$ cat config.mk
export PLATFORM = sky130hd
export DESIGN_NAME = polyline_normal_averager_top_flat
export DESIGN_NICKNAME = d
export VERILOG_FILES = /design/src/hw/rtl/pna_pkg.sv /design/src/hw/rtl/pna_ifs.sv /design/src/hw/rtl/polyline_normal_averager_top.sv /design/src/flat_wrapper.sv
export VERILOG_INCLUDE_DIRS = /design/src /design/src/hw/rtl
export SDC_FILE = /design/constraint.sdc
export NUM_CORES = 2
export LEC_CHECK = 0
export ABC_AREA = 1
export BUFFER_PORTS_ARGS = -buffer_cell sky130_fd_sc_hd__buf_2
export CAP_MARGIN = 20
export CORE_ASPECT_RATIO = 1.75
export CORE_MARGIN = 3
export CORE_UTILIZATION = 60
export DETAILED_ROUTE_END_ITERATION = 16
export MAX_ROUTING_LAYER = met4
export PLACE_DENSITY = 0.75
export SLEW_MARGIN = 5
export SYNTH_ARGS = -nofsm -noshare
export SYNTH_HDL_FRONTEND = slang
export SYNTH_SLANG_ARGS = --single-unit
export TNS_END_PERCENT = 5
$ cat constraint.sdc
create_clock -name clk -period 24.4 [get_ports clk]
set_input_delay 3.66 -clock clk [delete_from_list [all_inputs] [get_ports clk]]
set_output_delay 3.66 -clock clk [all_outputs]
set_load 0.01 [all_outputs]
$ cat src/hw/rtl/polyline_normal_averager_top_macros.svh
`ifndef POLYLINE_NORMAL_AVERAGER_TOP_MACROS_SVH
`define POLYLINE_NORMAL_AVERAGER_TOP_MACROS_SVH

// Assertion helpers; expect clk and arst_n in scope.
`define PNA_ASSERT_HOLDS(label, cond, msg) \
	label: assert property (@(posedge clk) disable iff (!arst_n) (cond)) else $error(msg);

`define PNA_ASSERT_IMPL(label, ante, cons, msg) \
	label: assert property (@(posedge clk) disable iff (!arst_n) (ante) |-> (cons)) \
		else $error(msg);

`define PNA_ASSERT_NEXT(label, ante, cons, msg) \
	label: assert property (@(posedge clk) disable iff (!arst_n) (ante) |=> (cons)) \
		else $error(msg);

`endif

$ cat src/hw/rtl/pna_pkg.sv
package pna_pkg;

	localparam int COORD_WIDTH      = 32;
	localparam int NORMAL_FRAC_BITS = 14;
	localparam int INDEX_WIDTH      = 16;

	// magnitudes are brought below 2^NORM_GUARD before squaring
	localparam int NORM_GUARD  = 30;
	localparam int NORMAL_W    = 16;
	localparam int INDEX_OUT_W = 16;

	typedef enum logic [1:0] {
		STAT_OK,
		STAT_ZERO_LEN,
		STAT_SINGLE
	} status_t;

	typedef enum logic [3:0] {
		ST_IDLE,
		ST_MAG,
		ST_NORM,
		ST_SQ,
		ST_SQRT,
		ST_DIVINIT,
		ST_DIV,
		ST_SIGN,
		ST_EMIT
	} state_t;

	typedef enum logic [1:0] {
		EM_SINGLE,
		EM_AVG,
		EM_TAIL0,
		EM_TAIL1
	} emit_t;

endpackage

$ cat src/hw/rtl/pna_ifs.sv
interface pna_point_if #(
	parameter int CoordWidth = pna_pkg::COORD_WIDTH
);
	logic                         valid;
	logic                         ready;
	logic signed [CoordWidth-1:0] coord_x;
	logic signed [CoordWidth-1:0] coord_y;
	logic signed [CoordWidth-1:0] coord_z;
	logic                         last_point;

	modport source (output valid, coord_x, coord_y, coord_z, last_point, input ready);
	modport sink (input valid, coord_x, coord_y, coord_z, last_point, output ready);
endinterface

interface pna_normal_if;
	import pna_pkg::*;

	logic                          valid;
	logic                          ready;
	logic signed [NORMAL_W-1:0]    normal_x;
	logic signed [NORMAL_W-1:0]    normal_y;
	logic        [INDEX_OUT_W-1:0] point_index;
	logic                          last_normal;
	status_t                       status;

	modport source (output valid, normal_x, normal_y, point_index, last_normal, status,
		input ready);
	modport sink (input valid, normal_x, normal_y, point_index, last_normal, status,
		output ready);
endinterface

$ cat src/hw/rtl/polyline_normal_averager_top.sv
// Channel   Dir  Beat
// points    in   coord_x, coord_y, coord_z (signed Q16.16), last_point
// normals   out  normal_x, normal_y (signed Q1.14), point_index, last_normal, status
//
// A point after the first passes through magnitude, normalize, 4 square,
// 31 root and NORMAL_FRAC_BITS+1 divide steps (both components at once).
// A zero-length segment skips from magnitude straight to sign.
// arst_n clears control state, the previous point, held normal and count.
// A stalled normals channel parks the block in emit; the last beat waits in the output register.
`include "polyline_normal_averager_top_macros.svh"

module polyline_normal_averager_top #(
	parameter int COORD_WIDTH      = pna_pkg::COORD_WIDTH,
	parameter int NORMAL_FRAC_BITS = pna_pkg::NORMAL_FRAC_BITS,
	parameter int INDEX_WIDTH      = pna_pkg::INDEX_WIDTH
) (
	input logic          clk,
	input logic          arst_n,
	pna_point_if.sink    points,
	pna_normal_if.source normals
);
	import pna_pkg::*;

	localparam int Guard  = NORM_GUARD;
	localparam int Dw     = COORD_WIDTH + 1;
	localparam int Mw     = (Dw > Guard) ? Dw : Guard + 1;
	localparam int SumW   = 2 * Guard + 2;
	localparam int RootW  = Guard + 1;
	localparam int RemW   = Guard + 3;
	localparam int Nfb    = NORMAL_FRAC_BITS;
	localparam int NumW   = Guard + Nfb + 1;
	localparam int QW     = Nfb + 1;
	localparam int DrW    = Guard + 1;
	localparam int NW     = Nfb + 2;
	localparam int PsW    = INDEX_WIDTH + 1;
	localparam int SqrtSteps = SumW / 2;
	localparam int DivSteps  = QW;
	localparam int CntMax = (SqrtSteps > DivSteps) ? SqrtSteps : DivSteps;
	localparam int CntW   = $clog2(CntMax + 1);

	localparam logic [PsW-1:0]  IdxMax = {1'b0, {INDEX_WIDTH{1'b1}}};
	localparam logic [PsW-1:0]  PsMax  = IdxMax + PsW'(2);
	localparam logic [QW-1:0]   QOne   = {1'b1, {Nfb{1'b0}}};
	localparam logic [CntW-1:0] SqLast = CntW'(3);

	state_t state_q, state_d;
	emit_t  sel_q;

	logic in_take, out_free, out_load, emit_last;

	logic signed [COORD_WIDTH-1:0] prev_x_q, prev_y_q, prev_z_q;
	logic [PsW-1:0]  ps_q;
	logic            last_q;
	logic [Dw-1:0]   dx_q, dy_q, dz_q;
	logic [Mw-1:0]   ax_q, ay_q, az_q;
	logic            neg_nx_q, neg_ny_q;
	logic            d_zero, norm_big;
	logic [2*Guard-1:0] prod_q;
	logic [SumW-1:0] rad_q;
	logic [RemW-1:0] rem_q;
	logic [RootW-1:0] root_q;
	logic [CntW-1:0] cnt_q;
	logic [NumW-1:0] num_x, num_y;
	logic [DrW-1:0]  drem_x_q, drem_y_q;
	logic [QW-1:0]   nlow_x_q, nlow_y_q;
	logic [QW-1:0]   q_x_q, q_y_q;
	status_t         st_q, held_st_q;
	logic signed [NW-1:0] raw_x_q, raw_y_q, raw_x_d, raw_y_d;
	logic signed [NW-1:0] held_x_q, held_y_q;

	// square root step
	logic [RemW+1:0] sq_cur, sq_trial;
	logic            sq_ge;
	// divide step
	logic [DrW:0]    dv_cur_x, dv_cur_y, dv_len;
	logic            dv_ge_x, dv_ge_y;
	// emit datapath
	logic signed [NW:0]   avg_sum_x, avg_sum_y;
	logic signed [NW-1:0] em_x, em_y;
	logic [PsW-1:0]       em_back, em_idx_raw, em_idx;
	logic                 em_last;
	status_t              em_st;
	logic [QW-1:0]        qc_x, qc_y;

	logic signed [NORMAL_W-1:0]    out_nx_q, out_ny_q;
	logic        [INDEX_OUT_W-1:0] out_idx_q;
	logic                          out_last_q, out_valid_q;
	status_t                       out_st_q;

	assign in_take   = points.valid && points.ready;
	assign out_free  = !out_valid_q || normals.ready;
	assign d_zero    = (dx_q == '0) && (dy_q == '0) && (dz_q == '0);
	assign norm_big  = (|ax_q[Mw-1:Guard]) || (|ay_q[Mw-1:Guard]) || (|az_q[Mw-1:Guard]);
	assign emit_last = (sel_q == EM_SINGLE) || (sel_q == EM_TAIL1)
		|| ((sel_q == EM_AVG) && !last_q);

	assign points.ready = (state_q == ST_IDLE);

	always_ff @(posedge clk or negedge arst_n) begin
		if (!arst_n) begin
			state_q <= ST_IDLE;
		end else begin
			state_q <= state_d;
		end
	end

	always_comb begin
		state_d  = state_q;
		out_load = 1'b0;
		unique case (state_q)
			ST_IDLE: begin
				if (in_take) begin
					if (ps_q != '0) begin
						state_d = ST_MAG;
					end else if (points.last_point) begin
						state_d = ST_EMIT;
					end
				end
			end
			ST_MAG: state_d = d_zero ? ST_SIGN : ST_NORM;
			ST_NORM: begin
				if (!norm_big) begin
					state_d = ST_SQ;
				end
			end
			ST_SQ: begin
				if (cnt_q == SqLast) begin
					state_d = ST_SQRT;
				end
			end
			ST_SQRT: begin
				if (cnt_q == '0) begin
					state_d = ST_DIVINIT;
				end
			end
			ST_DIVINIT: state_d = ST_DIV;
			ST_DIV: begin
				if (cnt_q == '0) begin
					state_d = ST_SIGN;
				end
			end
			ST_SIGN: state_d = ((ps_q >= PsW'(3)) || last_q) ? ST_EMIT : ST_IDLE;
			ST_EMIT: begin
				if (out_free) begin
					out_load = 1'b1;
					if (emit_last) begin
						state_d = ST_IDLE;
					end
				end
			end
			default: state_d = ST_IDLE;
		endcase
	end

	// control and architectural state
	always_ff @(posedge clk or negedge arst_n) begin
		if (!arst_n) begin
			prev_x_q  <= '0;
			prev_y_q  <= '0;
			prev_z_q  <= '0;
			ps_q      <= '0;
			last_q    <= 1'b0;
			sel_q     <= EM_SINGLE;
			held_x_q  <= '0;
			held_y_q  <= '0;
			held_st_q <= STAT_OK;
		end else begin
			if (in_take) begin
				prev_x_q <= points.coord_x;
				prev_y_q <= points.coord_y;
				prev_z_q <= points.coord_z;
				last_q   <= points.last_point;
				if (ps_q == '0) begin
					sel_q <= EM_SINGLE;
					if (!points.last_point) begin
						ps_q <= PsW'(1);
					end
				end else if (ps_q < PsMax) begin
					ps_q <= ps_q + PsW'(1);
				end
			end
			if (state_q == ST_SIGN) begin
				if (ps_q >= PsW'(3)) begin
					sel_q <= EM_AVG;
				end else if (last_q) begin
					sel_q <= EM_TAIL0;
				end else begin
					held_x_q  <= raw_x_d;
					held_y_q  <= raw_y_d;
					held_st_q <= st_q;
				end
			end
			if (out_load) begin
				unique case (sel_q)
					EM_AVG:   sel_q <= EM_TAIL0;
					EM_TAIL0: sel_q <= EM_TAIL1;
					EM_TAIL1: sel_q <= EM_TAIL1;
					EM_SINGLE: sel_q <= EM_SINGLE;
					default:  sel_q <= EM_SINGLE;
				endcase
				if (emit_last) begin
					if (sel_q != EM_SINGLE) begin
						held_x_q  <= raw_x_q;
						held_y_q  <= raw_y_q;
						held_st_q <= st_q;
					end
					if (last_q) begin
						ps_q <= '0;
					end
				end
			end
		end
	end

	assign sq_cur   = {rem_q, rad_q[SumW-1 -: 2]};
	assign sq_trial = (RemW+2)'({root_q, 2'b01});
	assign sq_ge    = (sq_cur >= sq_trial);

	assign num_x  = NumW'({ay_q[Guard-1:0], {Nfb{1'b0}}}) + NumW'(root_q >> 1);
	assign num_y  = NumW'({ax_q[Guard-1:0], {Nfb{1'b0}}}) + NumW'(root_q >> 1);
	assign dv_len = (DrW+1)'(root_q);
	assign dv_cur_x = {drem_x_q, nlow_x_q[QW-1]};
	assign dv_cur_y = {drem_y_q, nlow_y_q[QW-1]};
	assign dv_ge_x  = (dv_cur_x >= dv_len);
	assign dv_ge_y  = (dv_cur_y >= dv_len);

	assign qc_x    = (q_x_q > QOne) ? QOne : q_x_q;
	assign qc_y    = (q_y_q > QOne) ? QOne : q_y_q;
	assign raw_x_d = neg_nx_q ? -$signed({1'b0, qc_x}) : $signed({1'b0, qc_x});
	assign raw_y_d = neg_ny_q ? -$signed({1'b0, qc_y}) : $signed({1'b0, qc_y});

	// serial datapath
	always_ff @(posedge clk) begin
		unique case (state_q)
			ST_IDLE: begin
				dx_q <= {points.coord_x[COORD_WIDTH-1], points.coord_x}
					- {prev_x_q[COORD_WIDTH-1], prev_x_q};
				dy_q <= {points.coord_y[COORD_WIDTH-1], points.coord_y}
					- {prev_y_q[COORD_WIDTH-1], prev_y_q};
				dz_q <= {points.coord_z[COORD_WIDTH-1], points.coord_z}
					- {prev_z_q[COORD_WIDTH-1], prev_z_q};
			end
			ST_MAG: begin
				ax_q     <= Mw'(dx_q[Dw-1] ? (~dx_q + Dw'(1)) : dx_q);
				ay_q     <= Mw'(dy_q[Dw-1] ? (~dy_q + Dw'(1)) : dy_q);
				az_q     <= Mw'(dz_q[Dw-1] ? (~dz_q + Dw'(1)) : dz_q);
				neg_nx_q <= !dy_q[Dw-1];
				neg_ny_q <= dx_q[Dw-1];
				st_q     <= d_zero ? STAT_ZERO_LEN : STAT_OK;
				q_x_q    <= '0;
				q_y_q    <= '0;
			end
			ST_NORM: begin
				if (norm_big) begin
					ax_q <= ax_q >> 1;
					ay_q <= ay_q >> 1;
					az_q <= az_q >> 1;
				end else begin
					cnt_q <= '0;
					rad_q <= '0;
				end
			end
			ST_SQ: begin
				// three squares through one multiplier, magnitudes rotate back in place
				prod_q <= ax_q[Guard-1:0] * ax_q[Guard-1:0];
				if (cnt_q != SqLast) begin
					ax_q <= ay_q;
					ay_q <= az_q;
					az_q <= ax_q;
				end
				if (cnt_q != '0) begin
					rad_q <= rad_q + SumW'(prod_q);
				end
				if (cnt_q == SqLast) begin
					rem_q  <= '0;
					root_q <= '0;
					cnt_q  <= CntW'(SqrtSteps - 1);
				end else begin
					cnt_q <= cnt_q + CntW'(1);
				end
			end
			ST_SQRT: begin
				rad_q  <= rad_q << 2;
				rem_q  <= sq_ge ? RemW'(sq_cur - sq_trial) : RemW'(sq_cur);
				root_q <= {root_q[RootW-2:0], sq_ge};
				cnt_q  <= cnt_q - CntW'(1);
			end
			ST_DIVINIT: begin
				drem_x_q <= DrW'(num_x[NumW-1:QW]);
				drem_y_q <= DrW'(num_y[NumW-1:QW]);
				nlow_x_q <= num_x[QW-1:0];
				nlow_y_q <= num_y[QW-1:0];
				cnt_q    <= CntW'(DivSteps - 1);
			end
			ST_DIV: begin
				drem_x_q <= dv_ge_x ? DrW'(dv_cur_x - dv_len) : DrW'(dv_cur_x);
				drem_y_q <= dv_ge_y ? DrW'(dv_cur_y - dv_len) : DrW'(dv_cur_y);
				nlow_x_q <= nlow_x_q << 1;
				nlow_y_q <= nlow_y_q << 1;
				q_x_q    <= {q_x_q[QW-2:0], dv_ge_x};
				q_y_q    <= {q_y_q[QW-2:0], dv_ge_y};
				cnt_q    <= cnt_q - CntW'(1);
			end
			ST_SIGN: begin
				raw_x_q <= raw_x_d;
				raw_y_q <= raw_y_d;
			end
			ST_EMIT: begin
			end
			default: begin
			end
		endcase
	end

	assign avg_sum_x = $signed({held_x_q[NW-1], held_x_q}) + $signed({raw_x_q[NW-1], raw_x_q})
		+ $signed((NW+1)'(1));
	assign avg_sum_y = $signed({held_y_q[NW-1], held_y_q}) + $signed({raw_y_q[NW-1], raw_y_q})
		+ $signed((NW+1)'(1));

	always_comb begin
		em_x    = raw_x_q;
		em_y    = raw_y_q;
		em_back = PsW'(1);
		em_last = 1'b0;
		em_st   = st_q;
		unique case (sel_q)
			EM_SINGLE: begin
				em_x    = '0;
				em_y    = '0;
				em_back = ps_q;
				em_last = 1'b1;
				em_st   = STAT_SINGLE;
			end
			EM_AVG: begin
				em_x    = avg_sum_x[NW:1];
				em_y    = avg_sum_y[NW:1];
				em_back = PsW'(3);
				em_st   = ((held_st_q != STAT_OK) || (st_q != STAT_OK)) ? STAT_ZERO_LEN : STAT_OK;
			end
			EM_TAIL0: em_back = PsW'(2);
			EM_TAIL1: begin
				em_back = PsW'(1);
				em_last = 1'b1;
			end
			default: begin
			end
		endcase
	end

	assign em_idx_raw = ps_q - em_back;
	assign em_idx     = (em_idx_raw > IdxMax) ? IdxMax : em_idx_raw;

	always_ff @(posedge clk or negedge arst_n) begin
		if (!arst_n) begin
			out_valid_q <= 1'b0;
		end else if (out_load) begin
			out_valid_q <= 1'b1;
		end else if (normals.ready) begin
			out_valid_q <= 1'b0;
		end
	end

	always_ff @(posedge clk) begin
		if (out_load) begin
			out_nx_q   <= NORMAL_W'(em_x);
			out_ny_q   <= NORMAL_W'(em_y);
			out_idx_q  <= INDEX_OUT_W'(em_idx);
			out_last_q <= em_last;
			out_st_q   <= em_st;
		end
	end

	assign normals.valid       = out_valid_q;
	assign normals.normal_x    = out_nx_q;
	assign normals.normal_y    = out_ny_q;
	assign normals.point_index = out_idx_q;
	assign normals.last_normal = out_last_q;
	assign normals.status      = out_st_q;

	`PNA_ASSERT_IMPL(a_div_rem_below_len, state_q == ST_DIV,
		(drem_x_q < root_q) && (drem_y_q < root_q), "divider remainder not below segment length")
	`PNA_ASSERT_IMPL(a_norm_nonzero, state_q == ST_NORM,
		(ax_q | ay_q | az_q) != '0, "zero-length segment entered normalization")
	`PNA_ASSERT_HOLDS(a_count_bound, ps_q <= PsMax, "point count past saturation")
	`PNA_ASSERT_NEXT(a_count_clear, out_load && emit_last && last_q,
		ps_q == '0, "point count not cleared after final beat")

endmodule
$ cat src/flat_wrapper.sv
// flat-port wrapper written by rule: the top's interface ports become plain ports
module polyline_normal_averager_top_flat import pna_pkg::*;
#(
	parameter int COORD_WIDTH      = pna_pkg::COORD_WIDTH,
	parameter int NORMAL_FRAC_BITS = pna_pkg::NORMAL_FRAC_BITS,
	parameter int INDEX_WIDTH      = pna_pkg::INDEX_WIDTH
)
  (clk, arst_n, points_valid, points_coord_x, points_coord_y, points_coord_z, points_last_point, points_ready, normals_valid, normals_normal_x, normals_normal_y, normals_point_index, normals_last_normal, normals_status, normals_ready);
  pna_point_if points_i ();
  pna_normal_if normals_i ();
  input logic clk;
  input logic arst_n;
  input wire logic [$bits(points_i.valid)-1:0] points_valid;
  input wire logic [$bits(points_i.coord_x)-1:0] points_coord_x;
  input wire logic [$bits(points_i.coord_y)-1:0] points_coord_y;
  input wire logic [$bits(points_i.coord_z)-1:0] points_coord_z;
  input wire logic [$bits(points_i.last_point)-1:0] points_last_point;
  output wire logic [$bits(points_i.ready)-1:0] points_ready;
  output wire logic [$bits(normals_i.valid)-1:0] normals_valid;
  output wire logic [$bits(normals_i.normal_x)-1:0] normals_normal_x;
  output wire logic [$bits(normals_i.normal_y)-1:0] normals_normal_y;
  output wire logic [$bits(normals_i.point_index)-1:0] normals_point_index;
  output wire logic [$bits(normals_i.last_normal)-1:0] normals_last_normal;
  output wire logic [$bits(normals_i.status)-1:0] normals_status;
  input wire logic [$bits(normals_i.ready)-1:0] normals_ready;
  assign points_i.valid = points_valid;
  assign points_i.coord_x = points_coord_x;
  assign points_i.coord_y = points_coord_y;
  assign points_i.coord_z = points_coord_z;
  assign points_i.last_point = points_last_point;
  assign points_ready = points_i.ready;
  assign normals_valid = normals_i.valid;
  assign normals_normal_x = normals_i.normal_x;
  assign normals_normal_y = normals_i.normal_y;
  assign normals_point_index = normals_i.point_index;
  assign normals_last_normal = normals_i.last_normal;
  assign normals_status = normals_i.status;
  assign normals_i.ready = normals_ready;
  polyline_normal_averager_top #(.COORD_WIDTH(COORD_WIDTH), .NORMAL_FRAC_BITS(NORMAL_FRAC_BITS), .INDEX_WIDTH(INDEX_WIDTH)) u_core (.clk(clk), .arst_n(arst_n), .points(points_i), .normals(normals_i));
endmodule
## Yosys cells after proc, flatten, opt, wreduce, memory -nomap -nowiden

Cells that the tools add are included.

| storage, ports and cells | value |
|---|---|
| output and inout port bits | 53 |
| memories | 0 |
| ROM bits | 0 |
| latch bits | 0 |
| memory bits (writable) | 0 |
| register bits | 753 |

| operators by class | value |
|---|---|
| reductions and logical operators | 44 |
| divide/modulo/power cells | 0 |
| bitwise logic cells | 3 |
| multiplexer cells | 90 |
| order comparisons | 8 |
| equal/unequal tests | 24 |
| add/subtract/negate cells | 22 |
| $mul | 1 |
| shift operators | 0 |

Operator list:

| operator | count |
|---|---|
| 33-bit 2-to-1 mux | 11 |
| 33-bit case mux with 3 select lines | 3 |
| 16-bit 2-to-1 mux | 14 |
| 31-bit case mux with 2 select lines | 3 |
| 62-bit case mux with 3 select lines | 1 |
| 62-bit 2-to-1 mux | 2 |
| 15-bit case mux with 2 select lines | 4 |
| 17-bit 2-to-1 mux | 7 |
| 33-bit by 1-bit adder with 33-bit output, second input constant | 3 |
| 33-bit zero test | 3 |
| 33-bit NOT | 3 |
| 32-bit by 32-bit subtractor with 33-bit output | 3 |
| 31-bit 2-to-1 mux | 3 |
| 44-bit by 30-bit adder with 45-bit output | 2 |
| 17-bit case mux with 4 select lines | 1 |
| 33-bit case mux with 2 select lines | 1 |
| 32-bit by 31-bit >= comparator with 1-bit output | 2 |
| 16-bit case mux with 2 select lines | 2 |
| 62-bit by 60-bit adder with 62-bit output | 1 |
| 31-bit subtractor | 2 |
| 30-bit by 30-bit multiplier with 60-bit output | 1 |
| 4-bit 2-to-1 mux | 10 |
| 4-bit case mux with 9 select lines | 1 |
| 35-bit by 33-bit >= comparator with 1-bit output | 1 |
| other kinds (48) | 108 |

## Longest topological paths before layout

| logic depth | value |
|---|---|
| depth after elaboration | 10 |
| mapped depth | 33 |

## Worst setup path after synthesis

No wires, ideal clock.

| timing | value |
|---|---|
| path kind | reg2reg |
| start | register u_core.state_q[3] |
| end | register u_core.ax_q[0] (enable) |
| setup slack | 6.966 ns |
| cell stages (with the launch flop) | 8 |
| arrival time | 16.351 ns |
| required time | 23.317 ns |
| path buffers | 1 |
| cell sequence | dfrtp_1 > nor2_1 > clkinv_1 > nor2_1 > inv_1 > clkbuf_1 > nor2_1 > a2111oi_0 |

| between the ends | value |
|---|---|
| longest elaborated chain between the ends | 3 |
| elaborated cells on any way between the ends | 7 |

RTL lines:

| element | line | source |
|---|---|---|
| start: declaration | polyline_normal_averager_top.sv:46 | `state_t state_q, state_d;` |
| start signal: assignment | polyline_normal_averager_top.sv:103 | `state_q <= state_d;` |
| 4-bit by 2-bit equality test with 1-bit output / 4-bit by 1-bit equality test with 1-bit output (equally long branches) | polyline_normal_averager_top.sv:234 | `unique case (state_q)` |
| 2-bit by 1-bit inequality test with 1-bit output (no line) / 3-bit nonzero test (equally long branches) | n/a |  |
| 3-bit AND reduction (no line) (*) | n/a |  |
| end signal: assignment | polyline_normal_averager_top.sv:244 | `ax_q <= Mw'(dx_q[Dw-1] ? (~dx_q + Dw'(1)) : dx_q);` |
| end signal: assignment | polyline_normal_averager_top.sv:255 | `ax_q <= ax_q >> 1;` |
| end signal: assignment | polyline_normal_averager_top.sv:267 | `ax_q <= ay_q;` |
| end: declaration | polyline_normal_averager_top.sv:55 | `logic [Mw-1:0] ax_q, ay_q, az_q;` |

Every way passes the cells marked *; elsewhere a longest branch is shown, timed or not.
A chain may end at the register's enable or synchronous reset.

## Final worst setup path

| timing | value |
|---|---|
| start | register u_core.ax_q[13] |
| end | register u_core.prod_q[33], data pin |

| between the ends | value |
|---|---|
| longest elaborated chain between the ends | 1 |

RTL lines:

| element | line | source |
|---|---|---|
| 30-bit by 30-bit multiplier with 60-bit output | polyline_normal_averager_top.sv:265 | `prod_q <= ax_q[Guard-1:0] * ax_q[Guard-1:0];` |
| end signal: assignment | polyline_normal_averager_top.sv:265 |  |
| end: declaration | polyline_normal_averager_top.sv:58 | `logic [2*Guard-1:0] prod_q;` |

No other way between the ends.

==> impl_results.md <==
* First DRT Iteration DRCs at 6070
* Critical Path Sink Type: flip-flop
* Remaining Overflow, GRT at 0
* CTS buffer count at 78
* Setup TNS at 0 ns
* Routed vias at 73000
* Cts repair resizes at 0
* H-tree Lvls at 3
* Maxcap violations at 0
* Mapped Cells at 10600
* Worst-path clk slew at 0.06 ns
* Setup WS post-layout at 15.48 ns
* Core Region at 134000 sq um
* FF-to-FF End: u_core.prod_q[33]
* Most frequent cell after synthesis: nand2_1
* Chip width at 284 um
* Async S/R FF share, synth at 21.0%
* Clk buf depth at 3
* CTS tree: yes
* Worst Tran Pin Value at 1.11 ns
* Mapped cell area at 81000 sq um
* Area grow syn2layout at 6.54%
* Tcrit/Tclk final at 36.5%
* Postcts setup bufs at 0
* Clk_lat worst skew at 0.75 ns
* Final Hold Viols at 0
* Reg2reg setup slack at 15.48 ns
* Drt drc at 0
* # setup viols final at 0
* CP Capture Point: u_core.prod_q[33]
* Clk sinks at 737
* Layout Nets at 12000
* Final min period at 8.92 ns
* Initial Utilization at 60.7%
* First-pass GRT wire length at 431 mm
* DR pass1 iterations at 7
* HP Class: flip-flop to flip-flop
* CTS hold repair buffers at 0
* Number of antenna violations at the first check in global routing at 12
* Final Max Tran Viols at 0
* Share of post-route cells with drive strength above 1 at 4.19%
* Drt total wl at 285 mm
* Post-synth EDFFs at 582
* Worst EP arrival at 9.37 ns
* Pre-CTS worst setup slack at 16.18 ns
* Number of stages on the worst hold path at 2
* Hold WS at 0.497 ns
* FP Rows at 177
* Pin count of the biggest net entering global routing at 121
* Post-route ant nets at 0
* Synth Register Bits at 737
* CP startpoint: u_core.ax_q[13]
* Synth Area per Inst at 7.67 sq um
* Top Ports at 154
* Cell total after placement at 12300
* Hpwl dp at 226 mm
* Routed WL per cell at 22.9 um
* Max-slew headroom at 25.2%
* Port-buffer cells at 153
* Crit Path Category: flip-flop to flip-flop
* Post-synth top cells: nand2_1, inv_1, nor2_1, fa_1, ha_1
* Non-filler cells, final at 12500
* Max Freq at 0.112 GHz
* Sequential area share after synthesis at 26.4%
* DR vias/cell at 5.85
* Critical R2R Launch: u_core.ax_q[13]
* Top post-synthesis cells by area: edfxtp_1, fa_1, nand2_1
* Status: completed
* Total track usage at 41.9%
* Final setup skew at 0.0505 ns
* Reg2Reg Depth at 24
* Area share of the largest cell type after synthesis at 21.6%
* Synth cell types at 62
* Die ar. at 140000 sq um
* Crit path required time at 24.86 ns
* Net Count, Synth at 12000
* YS warnings at 0
* GPL Wtd Cong at 1.12
* Clock Root Buffer: clkbuf_16
* Worst Setup Start Kind: flip-flop
* Crit Path Max Fanout at 32
* RSZ-0062 raised after global routing: no
* Die Ht at 492 um
* Post-synth top area cell: edfxtp_1
* Top FF cell, synth: edfxtp_1
* Vias in the first global route at 76400
critical path, stage by stage (launching register included):
cell	delay [ns]
edfxtp_1	0.33
buf_4	0.52
inv_1	0.37
ha_1	0.31
or2_2	0.31
fa_1	0.53
inv_1	0.05
fa_1	0.48
inv_1	0.07
fa_1	0.49
fa_1	0.56
fa_1	0.43
fa_1	0.49
inv_1	0.05
fa_1	0.47
inv_1	0.04
ha_1	0.65
nand2_1	0.18
nor2_1	0.22
inv_1	0.08
nor2_1	0.68
inv_1	0.32
nor3_1	0.57
a21oi_1	0.21
xnor2_1	0.19
placed cells by master, fill, tap and decap left out, types with 11 or more instances in the layout:
cell type and count:
buf_2 152, a31oi_1 43, nor3_1 120, o22ai_1 45, inv_2 12, a21boi_0 33
edfxtp_1 582, clkinv_1 18, o21ai_0 589, xor2_1 188, nand3b_1 56, nor2_1 982
nand2_1 2479, nand3_1 464, o21bai_1 79, or2_2 45, o211ai_1 42, o21a_1 15
xnor2_1 106, ha_1 593, dfrtp_1 155, fa_1 712, inv_1 2117, clkinv_2 11
nand4_1 72, buf_4 68, clkbuf_16 79, a21o_1 52, nor4_1 12, o221ai_1 59
a21oi_1 558
per-stage QoR:
| step | util (%) | cell area (sq um) |
|---|---|---|
| finish | 64.6 | 86300 |
| global route | 64.6 | 86300 |
| CTS | 64.6 | 86300 |
| detailed placement | 62.6 | 83600 |
| global placement | 62.6 | 83600 |
| floorplan | - | 81000 |
worst min path at each step:
stage | start | slack, ns | endpoint
floorplan | u_core.prev_x_q[0] | 0.46 | u_core.prev_x_q[0]
global placement | u_core.prev_x_q[0] | 0.47 | u_core.prev_x_q[0]
global route | u_core.prev_x_q[0] | 0.52 | u_core.prev_x_q[0]
detailed placement | u_core.prev_y_q[0] | 0.48 | u_core.prev_y_q[0]
CTS | u_core.prev_y_q[0] | 0.50 | u_core.prev_y_q[0]
finish | u_core.prev_y_q[0] | 0.50 | u_core.prev_y_q[0]
layout make-up:
class                   count  area [sq um]
flip-flops and latches    737         21400
clock inverters            51           561
fillers                 11600         47300
well taps                1790          2240
diodes                     10          25.0
repair buffers            222          1290
inverters                2140          8040
clock buffers              95          2100
multi-input cells        7441         50700
sequential cells by signal, summed over array words and instances (netlist names), 32 cells and up:
register / cells
u_core.prev_y_q: 32
u_core.az_q: 33
u_core.dx_q: 33
u_core.dz_q: 33
u_core.dy_q: 33
u_core.prev_z_q: 32
u_core.prod_q: 59
u_core.ay_q: 33
u_core.ax_q: 33
u_core.rad_q: 62
u_core.rem_q: 33
u_core.prev_x_q: 32
routing by layer:
layer / vias to the layer above / share of wire, % / track usage, %
met4: 0 / 12 / 39.7
met2: 3357 / 51 / 73.3
li1: 33700 / - / -
met5: - / 0 / -
met1: 34500 / 31 / 38.0
met3: 1488 / 6.5 / 7.42
cells by family (layout without fill, tap and decap cells):
kind of cell,Yosys count,in the layout,synth area share (%)
flip-flops,737,737,26.4
other,0,10,0
AO/OA/AOI/OAI,1561,1561,10.9
adder cells (fa/ha/maj),1305,1305,26.8
XOR/XNOR,295,295,3.20
AND/OR/NAND/NOR,4280,4280,21.6
buffers and inverters,2385,2508,11.2
Power is not shown: default switching activity piles up to over one toggle a cycle in this logic, so the estimate is an artifact.
